$ cat src/design/three_axis_moving_average_min_max_top_macros.svh
// assertion macros shared by the moving average block
`ifndef THREE_AXIS_MOVING_AVERAGE_MIN_MAX_TOP_MACROS_SVH
`define THREE_AXIS_MOVING_AVERAGE_MIN_MAX_TOP_MACROS_SVH

// same-cycle implication, clocked on clk_i, off during reset
`define TAMM_ASSERT_NOW(lbl, ante, cons, msg) \
  lbl: assert property (@(posedge clk_i) disable iff (!rst_ni) (ante) |-> (cons)) \
    else $error(msg);

// next-cycle implication, clocked on clk_i, off during reset
`define TAMM_ASSERT_NEXT(lbl, ante, cons, msg) \
  lbl: assert property (@(posedge clk_i) disable iff (!rst_ni) (ante) |=> (cons)) \
    else $error(msg);

`endif

$ cat src/design/tamm_pkg.sv
// shared constants for the three-axis moving average block
`timescale 1ns / 1ps

package tamm_pkg;

  // sample and result element width
  localparam int SampleW = 16;
  // number of axes handled side by side
  localparam int Axes = 3;
  // default averaging window length
  localparam int DefaultWindowLen = 10;
  // entries in the sum queue between front and back
  localparam int QueueDepth = 4;

  // front/back queue status
  typedef struct packed {
    logic full;
    logic empty;
  } queue_status_t;

endpackage

$ cat src/design/tamm_front.sv
// front end: sample windows and running sums per axis
`timescale 1ns / 1ps

module tamm_front #(
  parameter int WINDOW_LEN = tamm_pkg::DefaultWindowLen,
  parameter int SumW = tamm_pkg::SampleW + $clog2(WINDOW_LEN)
) (
  input  logic                                            clk_i,
  input  logic                                            rst_ni,
  input  logic                                            valid_i,
  output logic                                            ready_o,
  input  logic [tamm_pkg::Axes-1:0][tamm_pkg::SampleW-1:0] sample_i,
  input  tamm_pkg::queue_status_t                         queue_i,
  output logic                                            push_o,
  output logic [tamm_pkg::Axes-1:0][SumW-1:0]             sum_o
);

  localparam int SampleW = tamm_pkg::SampleW;
  localparam int Axes = tamm_pkg::Axes;

  logic [SampleW-1:0] win_q [Axes][WINDOW_LEN];
  logic [Axes-1:0][SumW-1:0] sum_q, sum_d;
  logic accept;

  // take a request whenever the queue has room
  assign ready_o = !queue_i.full;
  assign accept  = valid_i && ready_o;
  assign push_o  = accept;
  assign sum_o   = sum_d;

  // running sum: add newest sample, drop oldest window entry
  always_comb begin
    for (int a = 0; a < Axes; a++) begin
      sum_d[a] = sum_q[a]
               - {{(SumW-SampleW){win_q[a][0][SampleW-1]}}, win_q[a][0]}
               + {{(SumW-SampleW){sample_i[a][SampleW-1]}}, sample_i[a]};
    end
  end

  // window shift line and sum registers
  always_ff @(posedge clk_i or negedge rst_ni) begin
    if (!rst_ni) begin
      for (int a = 0; a < Axes; a++) begin
        sum_q[a] <= '0;
        for (int i = 0; i < WINDOW_LEN; i++) begin
          win_q[a][i] <= '0;
        end
      end
    end else if (accept) begin
      for (int a = 0; a < Axes; a++) begin
        sum_q[a] <= sum_d[a];
        for (int i = 0; i < WINDOW_LEN - 1; i++) begin
          win_q[a][i] <= win_q[a][i+1];
        end
        win_q[a][WINDOW_LEN-1] <= sample_i[a];
      end
    end
  end

endmodule

$ cat config.mk
export PLATFORM = sky130hd
export DESIGN_NAME = tamm_front
export DESIGN_NICKNAME = d
export VERILOG_FILES = /design/src/design/three_axis_moving_average_min_max_top_macros.svh /design/src/design/tamm_pkg.sv /design/src/design/tamm_front.sv
export SDC_FILE = /design/constraint.sdc
export NUM_CORES = 1
export LEC_CHECK = 0
export CAP_MARGIN = 20
export CORE_MARGIN = 10
export CORE_UTILIZATION = 50
export DETAILED_ROUTE_END_ITERATION = 12
export DONT_BUFFER_PORTS = 1
export GPL_TIMING_DRIVEN = 0
export PLACE_DENSITY = 0.67
export SLEW_MARGIN = 20
export SYNTH_ARGS = -nofsm -noshare
export SYNTH_HDL_FRONTEND = slang
export SYNTH_SLANG_ARGS = --single-unit
$ cat constraint.sdc
create_clock -name clk_i -period 7.99 [get_ports clk_i]
set_input_delay 2.397 -clock clk_i [delete_from_list [all_inputs] [get_ports clk_i]]
set_output_delay 2.397 -clock clk_i [all_outputs]
set_load 0.01 [all_outputs]
Word-level counts from Yosys, hierarchy flattened
Index checks and enable logic that the tools add are counted.
- add/sub/neg operators: 6
- reduce and logical (&&, ||, !) cells: 2
- operators by type and width (kind ; count):
    $add 20x20->20 ; 3
    $sub 20x20->20 ; 3
    $logic_and 1x1->1 ; 1
    $logic_not 1->1 ; 1
- bits in registers: 540
- input bits: 53
- output and inout bits: 62

Longest topological paths before layout
- depth after elaboration: 2
- mapped depth: 11
- gate-level depth less buffers: 11

Least setup slack after synthesis
No wires, ideal clock.
- kind: input -> output
- start: input port sample_i[2] (netlist bit)
- end: output port sum_o[14] (netlist bit)
- data arrival time: 4.677 ns
- path slack: 0.916 ns
- stages on the path: 10
- buffers on the path: 0
- cell sequence: inv_1 fa_1 inv_1 ha_1 a211oi_1 o211a_1 or4_4 a21oi_2 nor2_1 xnor2_1
- RTL lines (item ; line ; text):
    start, declared ; tamm_front.sv:12 ; input logic [tamm_pkg::Axes-1:0][tamm_pkg::SampleW-1:0] sample_i,
    end, declared ; tamm_front.sv:15 ; output logic [tamm_pkg::Axes-1:0][SumW-1:0] sum_o

==> summary.txt <==
==================================================================================================
Number of cells upsized or downsized after cts ......................................            0
Initial Utilization .................................................................        0.505
Most instantiated library cell after synthesis ......................................      nand2_1
Critical-path cell with the highest stage delay .....................................         fa_1
Average detailed-routed wire length per instance ....................................      16.8 um
Share of the clock period used by the worst path after layout .......................        0.980
Kind of capture point of the worst setup path .......................................  output port
Height of the die ...................................................................       245 um
Post-Syn Area per Cell ..............................................................   8.70 sq um
Switching Fraction ..................................................................        0.422
Clock network fraction of design power ..............................................        0.237
Required time of the critical path ..................................................      5.59 ns
Maximum number of pins on one net before global-route repair ........................          541
Clock Path Buffers ..................................................................            3
Post-synthesis cell type with the largest combined area .............................      dfrtp_1
CTS Sinks ...........................................................................          540
Setup repair after global routing missed its margin .................................        false
Post-synthesis to final-layout area growth ..........................................        11.3%
Share of cells above drive strength 1 ...............................................       0.0532
Number of nets still failing antenna checks after routing ...........................            0
Combinational share of power ........................................................        0.450
Startpoint of the worst register-to-register path ...................................   win_q[305]
Total of fill cells in the finished design ..........................................        4,551
Ranking of synthesized cells by area ................................................ dfrtp_1 (53%), nand2_1 (21%), fa_1 (4.5%), inv_1 (3.4%), ha_1 (3.1%)
Number of distinct library cells after synthesis ....................................           79
Source of the worst hold timing path ................................................   win_q[265]
CP max FO ...........................................................................            7
Cell family contributing the most delay on the critical path ........................ compound AO/OA/AOI/OAI gates
Count of state elements after synthesis .............................................          540
Share of synthesized registers carrying an async set or reset .......................         1.00
Worst setup SP type ................................................................. primary input
Number of top-level design ports ....................................................          115
Count of buffers from port buffering ................................................            0
Total Die Area ...................................................................... 0.0600 sq mm
Tightest Hold Check Type ............................................................      reg2reg
Top flip-flop cell by instance count after synthesis ................................      dfrtp_1
Yosys Warn Count ....................................................................            0
Layout Utilization ..................................................................        0.563
Critical path class .................................................................       in2out
Clock latency on the worst-skew pair ................................................      0.63 ns
Max cap viols .......................................................................            0
Net load switching power ............................................................      5.02 mW
Data arrival time of the critical path ..............................................      5.43 ns
Number of antenna violations at the first check in global routing ...................            4
Net count after synthesis ...........................................................        3,083
Routability congestion estimate .....................................................        0.887
DRC violations left .................................................................            0
Total Routed Length .................................................................    62,000 um
Count of nets after finishing .......................................................        3,140
Total of hold buffers inserted after clock tree synthesis ...........................            0
Final total negative setup slack ....................................................         0 ns
Post-CTS setup buffer count .........................................................            0
Critical path launch point .......................................................... sample_i[23]
First-pass GRT wire length ..........................................................   100,000 um
Slew Limit Headroom .................................................................        0.288
Largest vdd supply drop .............................................................     0.198 mV
EDFF count, synth ...................................................................            0
Upper clock frequency limit .........................................................      128 MHz
Static leakage power ................................................................      15.2 nW
Slew at the pin closest to its max-slew limit .......................................      1.07 ns
Number of standard-cell rows in the floorplan .......................................           82
Total routing resource utilization after global routing .............................        0.207
Average vias per placed instance ....................................................         5.10
Cell area power density .............................................................  422 mW/mm^2
Max Transition Viols Final ..........................................................            0
Final Skew ..........................................................................    0.0319 ns
Via total after detailed routing ....................................................       18,800
Summed instance area of the synthesized netlist ..................................... 0.0253 sq mm
Vias in the first global route ......................................................       19,100
Internal power consumption ..........................................................      6.87 mW
Hold violation count in the final report ............................................            0
Final-report setup violation count ..................................................            0
TritonCTS clock tree ................................................................          yes
CP most frequent cell ...............................................................        inv_1
CP Buf/Inv Count ....................................................................            2
Iter 0 DRT Violations ...............................................................        1,320
Clock transition time at the flip-flop clock pins of the worst setup and hold paths .      0.06 ns
Result of the run ................................................................... finished, final reports clean
Portion of synthesized cell area occupied by the leading cell type ..................        0.534
First-pass iteration count of the detailed router ...................................            5
Critical path, cell by cell ......................................................... inv_1 > fa_1 > inv_1 > ha_1 > and4_1 > a21oi_1 > a31oi_1 > o21bai_1 > nand2_1 > xor2_2
Detail Placement HPWL ...............................................................    45,000 um
Most numerous cell types in the synthesized netlist ................................. nand2_1 (1,420), dfrtp_1 (540), inv_1 (231), clkbuf_1 (102), o21ai_0 (90)
Total CTS buffers ...................................................................           55
Horiz. Die Dim ......................................................................       245 um
CTS H-Tree Depth ....................................................................            2
Synthesized instance count ..........................................................        2,910
Core region area .................................................................... 0.0501 sq mm
Clock period minus worst slack ......................................................      7.83 ns
Sequential fraction of design power .................................................        0.313
Overall overflow remaining after global route .......................................            0
CTS root buf ........................................................................    clkbuf_16
Sequential share of the synthesized area ............................................        0.534
Delay contributed by the slowest stage of the critical path .........................      0.61 ns
==================================================================================================
-- cell usage in the layout (no fill, tap or decap), drive strengths merged, types with 5 or more instances in the layout --
master      n
o21a        8
dfrtp     540
and2        7
o21ai     107
nand4       8
o221ai      5
xnor2      26
xor2       14
nor3        9
nor2b       9
o21bai      8
o31ai       8
clkbuf    174
o211ai      7
inv       236
a21oi      55
a31oi       5
bufinv     10
buf        26
nand2    1421
a211oi     16
a21o       21
nor2       45
a2111oi     6
and3       10
nand3      13
ha         63
clkinv     12
mux2       20
fa         57
-- worst register-to-register path, stage by stage (launching register included) --
cell,delay (ns)
dfrtp_1,0.43
fa_1,0.52
inv_1,0.06
fa_1,0.48
a211oi_1,0.38
o21ai_1,0.25
a31oi_1,0.31
o221ai_1,0.21
xor2_1,0.60
mux2_2,0.28
-- worst paths after layout --
| check | slack [ns] | cells after the start | end |
|---|---|---|---|
| worst max-delay path | 0.16 | 10 | sum_o[35] |
| worst min-delay path | 0.46 | 2 | win_q[281] |
| worst max register to register | 4.39 | 9 | sum_q[38] |
| worst min register to register | 0.46 | 2 | win_q[281] |
| max in group asynchronous | 5.64 | 0 | sum_q[36] |
| min in group asynchronous | 1.48 | 0 | win_q[134] |
-- sequential cells by signal, indices dropped and copies added, names as in the netlist --
name and flops:
win_q 480, sum_q 60
-- power by group through the flow --
stage          logic (mW)  clock network, mW  registers, mW
3_3_place_gp         5.16                  0           3.74
2_1_floorplan        3.95                  0           3.64
6_report             5.35               2.82           3.72
3_5_place_dp         5.27                  0           3.76
4_1_cts              5.32               2.87           3.72
5_1_grt              5.95               2.99           3.79
-- logic make-up (layout without fill, tap and decap cells) --
logic type / Yosys count / after routing / synth area share
xor gates and xnor gates: 42 / 42 / 0.0160
buffers and inverters: 362 / 462 / 0.0556
adders and majority gates: 120 / 120 / 0.0762
muxes: 24 / 24 / 0.0105
and+or+nand+nor: 1547 / 1547 / 0.238
other: 0 / 1 / 0
DFF: 540 / 540 / 0.534
AOI/OAI and AO/OA: 275 / 275 / 0.0700
-- layout make-up --
class / instances / area [sq um] / area share
buffer: 130 / 538 / 0.0191
clock inverter: 30 / 477 / 0.0169
clock buffer: 70 / 1530 / 0.0544
sequential: 540 / 13500 / 0.480
inverter: 232 / 871 / 0.0309
antenna: 1 / 2.50 / 0.0000888
tap: 672 / 841 / 0.0298
multi-input combinational: 2008 / 10400 / 0.369
-- per-layer routing --
metal | track usage | part of all wire
met5 | 0 | 0.00055
met4 | 0.0687 | 0.026
met3 | 0.0505 | 0.063
met2 | 0.329 | 0.46
met1 | 0.274 | 0.45
-- through the flow --
step                      instance area, sq um  std cells  hold WS (ns)  worst slack (ns)  total power, mW
after global placement                   26200       3582         0.446             0.197             8.89
after global routing                     28200       3682         0.484            0.0141             12.7
after detailed placement                 26200       3582         0.448             0.135             9.03
final                                    28200       3683         0.459             0.158             11.9
after CTS                                28200       3682         0.462            0.0968             11.9
after floorplan                          25300       2910         0.439             0.916             7.59
(Power assumes the default switching activity.)
