--- config.mk ---
export PLATFORM = sky130hd
export DESIGN_NAME = tamm_queue
export DESIGN_NICKNAME = d
export VERILOG_FILES = /design/src/design/three_axis_moving_average_min_max_top_macros.svh /design/src/design/tamm_pkg.sv /design/src/design/tamm_queue.sv
export SDC_FILE = /design/constraint.sdc
export NUM_CORES = 1
export LEC_CHECK = 0
export ABC_AREA = 1
export BUFFER_PORTS_ARGS = -buffer_cell sky130_fd_sc_hd__buf_2
export CORE_MARGIN = 2
export CORE_UTILIZATION = 57
export CTS_CLUSTER_DIAMETER = 120
export DETAILED_ROUTE_END_ITERATION = 12
export PLACE_DENSITY_LB_ADDON = 0.12
export SYNTH_ARGS = -nofsm -noshare
export SYNTH_HDL_FRONTEND = slang
export SYNTH_SLANG_ARGS = --single-unit
--- constraint.sdc ---
create_clock -name clk_i -period 2.9 [get_ports clk_i]
set_input_delay 0.435 -clock clk_i [delete_from_list [all_inputs] [get_ports clk_i]]
set_output_delay 0.435 -clock clk_i [all_outputs]
set_load 0.05 [all_outputs]
--- src/design/three_axis_moving_average_min_max_top_macros.svh ---
// assertion macros shared by the moving average block
`ifndef THREE_AXIS_MOVING_AVERAGE_MIN_MAX_TOP_MACROS_SVH
`define THREE_AXIS_MOVING_AVERAGE_MIN_MAX_TOP_MACROS_SVH

// same-cycle implication, clocked on clk_i, off during reset
`define TAMM_ASSERT_NOW(lbl, ante, cons, msg) \
  lbl: assert property (@(posedge clk_i) disable iff (!rst_ni) (ante) |-> (cons)) \
    else $error(msg);

// next-cycle implication, clocked on clk_i, off during reset
`define TAMM_ASSERT_NEXT(lbl, ante, cons, msg) \
  lbl: assert property (@(posedge clk_i) disable iff (!rst_ni) (ante) |=> (cons)) \
    else $error(msg);

`endif

--- src/design/tamm_pkg.sv ---
// shared constants for the three-axis moving average block
`timescale 1ns / 1ps

package tamm_pkg;

  // sample and result element width
  localparam int SampleW = 16;
  // number of axes handled side by side
  localparam int Axes = 3;
  // default averaging window length
  localparam int DefaultWindowLen = 10;
  // entries in the sum queue between front and back
  localparam int QueueDepth = 4;

  // front/back queue status
  typedef struct packed {
    logic full;
    logic empty;
  } queue_status_t;

endpackage

--- src/design/tamm_queue.sv ---
// short fifo carrying window sums from front to back
`timescale 1ns / 1ps

module tamm_queue #(
  parameter int DataW = 60,
  parameter int Depth = tamm_pkg::QueueDepth,
  parameter int LvlW = $clog2(Depth + 1)
) (
  input  logic                    clk_i,
  input  logic                    rst_ni,
  input  logic                    push_i,
  input  logic [DataW-1:0]        data_i,
  input  logic                    pop_i,
  output logic [DataW-1:0]        data_o,
  output tamm_pkg::queue_status_t status_o,
  output logic [LvlW-1:0]         level_o
);

  localparam int PtrW = (Depth > 1) ? $clog2(Depth) : 1;

  logic [DataW-1:0] mem_q [Depth];
  logic [PtrW-1:0] wr_ptr_q, rd_ptr_q;
  logic [LvlW-1:0] count_q;

  assign data_o         = mem_q[rd_ptr_q];
  assign status_o.full  = (count_q == LvlW'(Depth));
  assign status_o.empty = (count_q == '0);
  assign level_o        = count_q;

  // storage, no reset needed
  always_ff @(posedge clk_i) begin
    if (push_i) begin
      mem_q[wr_ptr_q] <= data_i;
    end
  end

  // pointers and fill count
  always_ff @(posedge clk_i or negedge rst_ni) begin
    if (!rst_ni) begin
      wr_ptr_q <= '0;
      rd_ptr_q <= '0;
      count_q  <= '0;
    end else begin
      if (push_i) begin
        wr_ptr_q <= (wr_ptr_q == PtrW'(Depth - 1)) ? '0 : wr_ptr_q + 1'b1;
      end
      if (pop_i) begin
        rd_ptr_q <= (rd_ptr_q == PtrW'(Depth - 1)) ? '0 : rd_ptr_q + 1'b1;
      end
      if (push_i && !pop_i) begin
        count_q <= count_q + 1'b1;
      end else if (pop_i && !push_i) begin
        count_q <= count_q - 1'b1;
      end
    end
  end

endmodule

# After elaboration in Yosys (flattened, before gate mapping)
# Memories as Yosys holds them, arrays and structs flattened.
# Cells that the tools add are included.
[word_totals]
register_bits = 7
ram_bits = 240
in_bits = 64
out_inout_bits = 65
wordCells = 23
mem_count = 1
[memory_table]
columns = ["memory", "depth", "width", "read_ports", "rd_ports_with_merged_regs", "write_ports", "line_no", "source"]
rows = [
  ["mem_q", 4, 60, 1, 0, 1, "tamm_queue.sv:21", "logic [DataW-1:0] mem_q [Depth];"],
]
[op_classes]
n_addsub = 4
n_eq_ne = 3
muxes = 6
reduce_logical = 6
[ops]
columns = ["operator", "count"]
rows = [
  ["$mux 3", 2],
  ["$add 2x1->2 const B", 2],
  ["$eq 2x2->1 const B", 2],
  ["$mux 2", 2],
  ["$add 3x1->3 const B", 1],
  ["$eq 3x3->1 const B", 1],
  ["$logic_not 3->1", 1],
  ["$sub 3x1->3 const B", 1],
  ["$logic_and 1x1->1", 2],
  ["$logic_not 1->1", 2],
  ["$mux 1", 2],
  ["$reduce_bool 2->1", 1],
]

# Longest topological paths before layout
# Gate-level depths: netlist of run 1.
[depth]
word_depth = 4
ltp_mapped = 9
mapped_depth_nobuf = 9

# Worst setup path before layout of run 1
# Ideal clock, no wire load.
[synth_timing]
path_type = "flip-flop to output port"
start = "register count_q[2], in the netlist level_o[2]"
end = "output status_o[1] (netlist name)"
arrival_time_ps = 1808
required_time_ps = 2465
setup_slack_ps = 657
stages_incl_launch_ff = 3
n_path_buf = 0
path_cell_list = "dfrtp_1 inv_1 nor3_1"
[synth_rtl]
columns = ["item", "line_no", "source"]
rows = [
  ["from (decl)", "tamm_queue.sv:23", "logic [LvlW-1:0] count_q;"],
  ["from (signal assigned)", "tamm_queue.sv:51", "count_q <= count_q + 1'b1;"],
  ["from (signal assigned)", "tamm_queue.sv:53", "count_q <= count_q - 1'b1;"],
  ["to (decl)", "tamm_queue.sv:15", "output tamm_pkg::queue_status_t status_o,"],
]

# Worst setup path in the final report of run 1
[layout_timing]
start = "register rd_ptr_q[0]"
end = "output data_o[11]"
[layout_between]
elab_chain_cells = 1
[layout_rtl]
columns = ["item", "line_no", "source"]
rows = [
  ["from (decl)", "tamm_queue.sv:22", "logic [PtrW-1:0] wr_ptr_q, rd_ptr_q;"],
  ["from (signal assigned)", "tamm_queue.sv:48", "rd_ptr_q <= (rd_ptr_q == PtrW'(Depth - 1)) ? '0 : rd_ptr_q + 1'b1;"],
  ["$mem_v2 4x60", "--", ""],
  ["to (decl)", "tamm_queue.sv:14", "output logic [DataW-1:0] data_o,"],
]
# No other way between the ends.

==> results.ini, run 1 <==
[logic_synthesis]
avgSynthCellArea_um2=13.1
postSynthNetCount=823
synthMostInstantiatedCell=sky130_fd_sc_hd__edfxtp_1
synth_seq_cells=247
post_synth_main_area_contributors=sky130_fd_sc_hd__edfxtp_1 (73%), sky130_fd_sc_hd__o211ai_1 (9.1%), sky130_fd_sc_hd__nand2_1 (7.4%)
synth-main-ff-cell=sky130_fd_sc_hd__edfxtp_1
post_synth_inst_count=752
synth_seq_area_share=0.748
synthArstFlopShare=0.0283
number_of_flops_mapped_to_enable_cells_by_yosys=240
synth_top_area_share=0.731
mappedNetlistArea_mm2=0.00986
netlist_top_cells_count=sky130_fd_sc_hd__edfxtp_1 (240), sky130_fd_sc_hd__nand2_1 (195), sky130_fd_sc_hd__inv_1 (131)
synth.largest_area_cell=sky130_fd_sc_hd__edfxtp_1
ys.warnings.count=0
post_synth_num_cell_types=17

[sta]
max_slew.worst_pin.slew_ns=0.782
slew_viol_final=0
final_period_minus_worst_setup_slack_ns=2.67
worst_slew_margin_rel=0.479
setup_total_negative_slack_ns=0
final_min_period_over_clock_period=0.922
setup_violations=0
fmax_mhz=374
skew_ns=0.0165
finalHoldViolCount=0
grt_setup_unrepaired=false
timing.final.ws_setup_ns=0.226

[setup_path]
setup.worst_path.start_class=flip-flop
setup.worst_path.start=rd_ptr_q[0]$_DFFE_PN0P_
critical_path_peak_fanout=71
critical_path.reg2reg.startpoint=wr_ptr_q[0]$_DFFE_PN0P_
arrival_ns=2.24
worst_setup_path_end_kind=primary output
cp.required_ns=2.47
setup.worst_path.class=flip-flop to primary output

[placed_design]
post_detail_place_hpwl_um=11300
dp_slack_ns=0.758
port_buffers=128
detailed_place.area_mm2=0.0108
gp_congestion=0.744

[layout]
final_nets=954
area_growth_pct=17.4
fillCellCount=1209
finish.instance_area_mm2=0.0116
fraction_of_final_layout_cells_with_drive_strength_greater_than_1=0.203
multi_input_area_mm2=0.00179
utilization=0.677
area.sequential_mm2=0.00738

[power]
logic_gate_share_of_total_power=0.409
p_leak_uw=0.00474
netSwitchingPower_uw=5550
power.share.switching=0.424
pwr-share-clk=0.229
internal_power_uw=7530
pwr_density_cell_mw_per_mm2=1130
total_power_uw=13100
vdd.ir_drop.worst_mv=0.901
power.share.sequential=0.363

[global_route]
grt_pass1_vias=5856
antenna_found_initial=6
grt_first_pass_wirelength_um=29500
grt_util_all_layers=0.208
grt_start_max_net_pins=72
globalRoute.totalOverflow=0

[hold_path]
worstHoldStart=data_i[36]
class_of_the_tightest_hold_or_removal_check=input pin to flip-flop

[clock_tree]
tritoncts.num_buffers=24
post_cts_resize_count=0
clock_sinks=247
tritoncts=yes
cts_hold_buffers=1
root_buffer=sky130_fd_sc_hd__clkbuf_16
clkTransAtPathRegs_ns=0.06
clock_insertion_delay_worst_skew_ns=0.51
clk_path_buf_depth=3
post_cts_buffers=0
cts_htree_levels=1

[route]
detailedRoute.firstPassIterationCount=4
wl_per_cell_um=16.7
detailedRoute.firstIterationViolations=326
drcViolationCount=0
routed_wirelength_um=18900
vias=5927
antenna_left=0
average_vias_per_placed_instance=5.25

[flow_run]
cap_viol_max_count=0

[floorplan]
area_of_the_core_mm2=0.0171
initial_core_util=0.576
dieHeight_um=136
die-width_um=136
ios=129
core.rowCount=48
fp.dieArea_mm2=0.0184

[run_status]
status=finished clean

-- flip-flops by register name, summed over array words and instances, names as in the netlist --
name,count
wr_ptr_q,2
mem_q,240
rd_ptr_q,2
level_o,3
-- routing by layer --
layer / vias up / global-route usage / share of wire
met3: 35 / 0.0456 / 0.053
met5: - / 0 / 0.0010
li1: 2896 / - / -
met4: 4 / 0.0619 / 0.025
met1: 2853 / 0.255 / 0.41
met2: 139 / 0.371 / 0.51
-- logic make-up after synthesis --
family	Yosys count	share of synthesized area
DFF	247	0.748
adders and majority gates	7	0.00964
buffers and inverters	172	0.0706
AOI/OAI and AO/OA	124	0.0934
and+or+nand+nor	201	0.0771
xor gates and xnor gates	1	0.000888
-- path summary, 6_finish.rpt --
kind,endpoint,slack (ns),depth (start not counted)
worst min-delay path,mem_q[1][36]$_DFFE_PP_,0.13,1
max in group asynchronous,rd_ptr_q[1]$_DFFE_PN0P_,2.44,2
worst max register to register,mem_q[0][39]$_DFFE_PP_,1.02,5
min in group asynchronous,level_o[2]$_DFFE_PN0P_,0.28,2
worst max-delay path,data_o[11],0.23,6
worst min register to register,level_o[2]$_DFFE_PN0P_,0.54,2
-- layout make-up --
cell class / count / area share
Clock inverter: 18 / 0.0121
Sequential cell: 247 / 0.637
Antenna cell: 4 / 0.000864
Timing Repair Buffer: 144 / 0.0734
Inverter: 133 / 0.0435
Multi-Input combinational cell: 333 / 0.154
Clock buffer: 26 / 0.0543
Tap cell: 225 / 0.0243
-- power groups by stage --
stage / logic [µW] / registers (µW) / clock network [µW]
floorplan: 3980 / 4870 / 0
global placement: 5280 / 4790 / 0
detailed placement: 5380 / 4820 / 0
CTS: 5410 / 4750 / 3040
global route: 5720 / 4790 / 3170
finish: 5350 / 4740 / 2990
-- critical path, stage by stage (launching register included) --
cell	delay, ns
sky130_fd_sc_hd__dfrtp_1	0.44
sky130_fd_sc_hd__inv_6	0.40
sky130_fd_sc_hd__buf_12	0.32
sky130_fd_sc_hd__nand2_1	0.10
sky130_fd_sc_hd__o211ai_1	0.14
sky130_fd_sc_hd__nand2_1	0.07
sky130_fd_sc_hd__buf_2	0.21
-- placed cells by master, fill, tap and decap left out --
master	n
sky130_fd_sc_hd__nor3_1	2
sky130_fd_sc_hd__bufinv_16	2
sky130_fd_sc_hd__o21ai_0	4
sky130_fd_sc_hd__diode_2	4
sky130_fd_sc_hd__clkbuf_1	1
sky130_fd_sc_hd__ha_1	6
sky130_fd_sc_hd__clkinvlp_4	5
sky130_fd_sc_hd__xnor2_1	1
sky130_fd_sc_hd__buf_2	128
sky130_fd_sc_hd__dlygate4sd3_1	1
sky130_fd_sc_hd__nor2_1	2
sky130_fd_sc_hd__edfxtp_1	240
sky130_fd_sc_hd__nand2_1	195
sky130_fd_sc_hd__inv_6	1
sky130_fd_sc_hd__dfrtp_1	6
sky130_fd_sc_hd__nand3_1	1
sky130_fd_sc_hd__dfrtp_2	1
sky130_fd_sc_hd__inv_2	5
sky130_fd_sc_hd__inv_1	127
sky130_fd_sc_hd__clkinv_1	10
sky130_fd_sc_hd__nand4_1	1
sky130_fd_sc_hd__o211ai_1	120
sky130_fd_sc_hd__clkbuf_16	25
sky130_fd_sc_hd__buf_4	8
sky130_fd_sc_hd__clkinv_2	1
sky130_fd_sc_hd__buf_12	7
sky130_fd_sc_hd__fa_1	1
-- through the flow --
stage	instances	hold WS [ns]
floorplan	752	0.139
global placement	1081	0.280
detailed placement	1081	0.282
CTS	1126	0.117
global route	1129	0.127
finish	1130	0.129
Note: power is estimated with default switching activity, not from simulation.
==> run 2, diff against run 1 <==
Settings changed: ABC_AREA 1 to unset.
==> run 2 against run 1 <==
Maximum frequency is 1.6% lower. Final cell count decreased by 34%. Sequential share of layout area increased by 3.6 points. Non-clock buffer count is 2 lower. Worst hold slack better by 0.0089 ns. Area after synthesis shrank 7.3%. Cell area fell by 5.3%. Clock skew shrank 0.013 ns. Flip-flop and latch count is the same. Critical path type unchanged. Via count fell by 31%.
==> results.ini, run 2 <==
[floorplan]
die-width_um=131  ; -3.6%
initial_core_util=0.580  ; +0.00342
area_of_the_core_mm2=0.0158  ; -7.9%
dieHeight_um=131  ; -3.6%
fp.dieArea_mm2=0.0171  ; -7.1%
core.rowCount=46  ; -4.2%
ios=129  ; unchanged

[hold_path]
class_of_the_tightest_hold_or_removal_check=input pin to flip-flop

[global_route]
globalRoute.totalOverflow=0  ; unchanged
grt_start_max_net_pins=33  ; -54%
grt_first_pass_wirelength_um=23200  ; -21%
grt_util_all_layers=0.185  ; -0.0222
antenna_found_initial=4  ; -2
grt_pass1_vias=4338  ; -26%

[setup_path]
cell_family_contributing_the_most_delay_on_the_critical_path=flip-flops
cp.required_ns=2.47  ; about the same
setup.worst_path.class=flip-flop to primary output
cp_slowest_stage_delay_ns=0.83  ; +0.39 ns
setup.worst_path.start_class=flip-flop
arrival_ns=2.28  ; +0.04 ns
timing.reg2reg.setup_slack_ns=1.13  ; +0.11 ns
critical_path.cell_chain=buf_4 -> mux4_2 -> buf_2
worst_setup_path_end_kind=primary output
critical-path-slowest-cell=sky130_fd_sc_hd__dfrtp_2
critical_path_buf_inv_count=2  ; -1
critical_path_peak_fanout=26  ; -63%

[layout]
final_nets=577  ; -40%
fraction_of_final_layout_cells_with_drive_strength_greater_than_1=0.472  ; +0.269
regMostFlops=mem_q
largest_reg_flops=240  ; unchanged
most-common-layout-cells=sky130_fd_sc_hd__edfxtp_1 (240), sky130_fd_sc_hd__buf_2 (128), sky130_fd_sc_hd__mux4_2 (58)
final_common_cell=sky130_fd_sc_hd__edfxtp_1
multi_input_area_mm2=0.00159  ; -11%
area_growth_pct=20.0
utilization=0.695  ; +0.0187
finish.instance_area_mm2=0.0110  ; -5.3%
fillCellCount=1025  ; -15%
area.sequential_mm2=0.00739  ; about the same

[sta]
setup_violations=0  ; unchanged
final_min_period_over_clock_period=0.937  ; +0.0146
slew_viol_final=0  ; unchanged
final_period_minus_worst_setup_slack_ns=2.72  ; +0.0423 ns
finalHoldViolCount=0  ; unchanged
grt_setup_unrepaired=false
skew_ns=0.00403  ; -0.0125 ns
worst_slew_margin_rel=0.509  ; +0.0302
max_slew.worst_pin.slew_ns=0.737  ; -0.0452 ns
fmax_mhz=368  ; -1.6%
hold-worst-slack_ns=0.138  ; +0.00892 ns
setup_total_negative_slack_ns=0  ; unchanged

[route]
routed_wirelength_um=15700  ; -17%
antenna_left=0  ; unchanged
average_vias_per_placed_instance=5.49  ; +4.6%
drcViolationCount=0  ; unchanged
wl_per_cell_um=21.1  ; +26%
detailedRoute.firstPassIterationCount=4  ; unchanged
detailedRoute.firstIterationViolations=295  ; -9.5%
vias=4076  ; -31%

[logic_synthesis]
synth_seq_area_share=0.807  ; +0.0591
synth_top_area_share=0.788  ; +0.0577
post_synth_inst_count=351  ; -53%
synthMostInstantiatedCell=sky130_fd_sc_hd__edfxtp_1
netlist_top_cells_count=sky130_fd_sc_hd__edfxtp_1 (240), sky130_fd_sc_hd__mux4_2 (58), sky130_fd_sc_hd__dfrtp_1 (7)
ys.warnings.count=0  ; unchanged
synthArstFlopShare=0.0283  ; unchanged
mappedNetlistArea_mm2=0.00914  ; -7.3%
synth.largest_area_cell=sky130_fd_sc_hd__edfxtp_1
avgSynthCellArea_um2=26.0  ; +99%
post_synth_num_cell_types=20  ; +3
postSynthNetCount=422  ; -49%
synth-main-ff-cell=sky130_fd_sc_hd__edfxtp_1
post_synth_main_area_contributors=sky130_fd_sc_hd__edfxtp_1 (79%), sky130_fd_sc_hd__mux4_2 (14%), sky130_fd_sc_hd__dfrtp_1 (1.9%)
synth_seq_cells=247  ; unchanged
number_of_flops_mapped_to_enable_cells_by_yosys=240  ; unchanged

[power]
p_leak_uw=0.00383  ; -19%
total_power_uw=12900  ; -1.7%
vdd.ir_drop.worst_mv=0.621  ; -31%
pwr_density_cell_mw_per_mm2=1170  ; +3.8%

[clock_tree]
tritoncts.num_buffers=25  ; +4.2%
cts_htree_levels=1  ; unchanged
tritoncts=yes
clk_path_buf_depth=3  ; unchanged
clock_sinks=247  ; unchanged
root_buffer=sky130_fd_sc_hd__clkbuf_16
clkTransAtPathRegs_ns=0.06  ; about the same
clock_insertion_delay_worst_skew_ns=0.51  ; about the same

[flow_run]
cap_viol_max_count=0  ; unchanged

[run_status]
status=finished clean

[placed_design]
detailed_place.area_mm2=0.0101  ; -6.6%
post_detail_place_hpwl_um=9400  ; -17%
port_buffers=128  ; unchanged
gp_congestion=0.675  ; -9.3%

-- run 2: cell types whose count changed in the layout (fill, tap and decap cells not counted), moves of 4 or more --
cell / change
sky130_fd_sc_hd__o211ai_1: -120
sky130_fd_sc_hd__and2_4: +4
sky130_fd_sc_hd__mux4_2: +58
sky130_fd_sc_hd__clkinv_1: -8
sky130_fd_sc_hd__clkinv_2: +7
sky130_fd_sc_hd__inv_2: -5
sky130_fd_sc_hd__clkinvlp_4: -5
sky130_fd_sc_hd__inv_1: -123
sky130_fd_sc_hd__nand2_1: -193
-- run 2: logic make-up (layout without fill, tap and decap cells) --
kind of cell	count (synthesis)	after routing	share of synthesized area
mux	63	63	0.152
fa+ha+maj	7	7	0.0104
xor+xnor	3	3	0.00287
flops	247	247	0.807
simple gates	11	11	0.00616
other cells	0	2	0
compound gates	2	2	0.00109
buf+inv	18	192	0.0197
-- run 2: final timing paths --
| kind | start | to | cells after the start |
|---|---|---|---|
| max | rd_ptr_q[1]$_DFFE_PN0P_ | data_o[50] | 3 |
| min | data_i[40] | mem_q[2][40]$_DFFE_PP_ | 1 |
| max reg2reg | wr_ptr_q[0]$_DFFE_PN0P_ | mem_q[0][54]$_DFFE_PP_ | 4 |
| min reg2reg | level_o[2]$_DFFE_PN0P_ | level_o[2]$_DFFE_PN0P_ | 1 |
| max in group asynchronous | rst_ni | rd_ptr_q[0]$_DFFE_PN0P_ | 2 |
| min in group asynchronous | rst_ni | rd_ptr_q[0]$_DFFE_PN0P_ | 2 |
-- run 2: layer usage --
| metal | track usage | part of all wire | wire [µm] | vias up |
|---|---|---|---|---|
| met5 | 0 | 0 | 0 | - |
| met4 | 0.0507 | 0.015 | 235 | 0 |
| met3 | 0.0542 | 0.078 | 1230 | 22 |
| met2 | 0.320 | 0.52 | 8110 | 119 |
| met1 | 0.234 | 0.39 | 6080 | 2124 |
| li1 | - | - | - | 1811 |
-- run 2: metrics by stage --
stage                     setup WS, ns  std cells
after global routing            0.0890        741
final                            0.183        743
after global placement           0.623        693
after CTS                       0.0659        740
after detailed placement         0.624        693
after floorplan                  0.437        351
-- run 2: cell type report --
cell class,instances,area share
flip-flops and latches,247,0.674
multi-input cells,86,0.145
repair buffers,142,0.0780
clock buffers,31,0.0609
well taps,216,0.0246
clock inverters,15,0.0161
inverters,4,0.00137
diodes,2,0.000456
-- run 2: power by group --
| group | switching [µW] | internal, µW | total (µW) |
|---|---|---|---|
| logic | 3210 | 1540 | 4750 |
| registers | 295 | 4580 | 4880 |
| clock network | 1240 | 1990 | 3230 |
| total | 4740 | 8110 | 12900 |
-- run 2: timing repair --
item | CTS | global route
setup buffers | 0 | 1
gates resized for setup | 0 | 0
hold buffers | 1 | 0
endpoints found under the hold margin | 7 | 0
endpoints found under the setup margin | 0 | 1
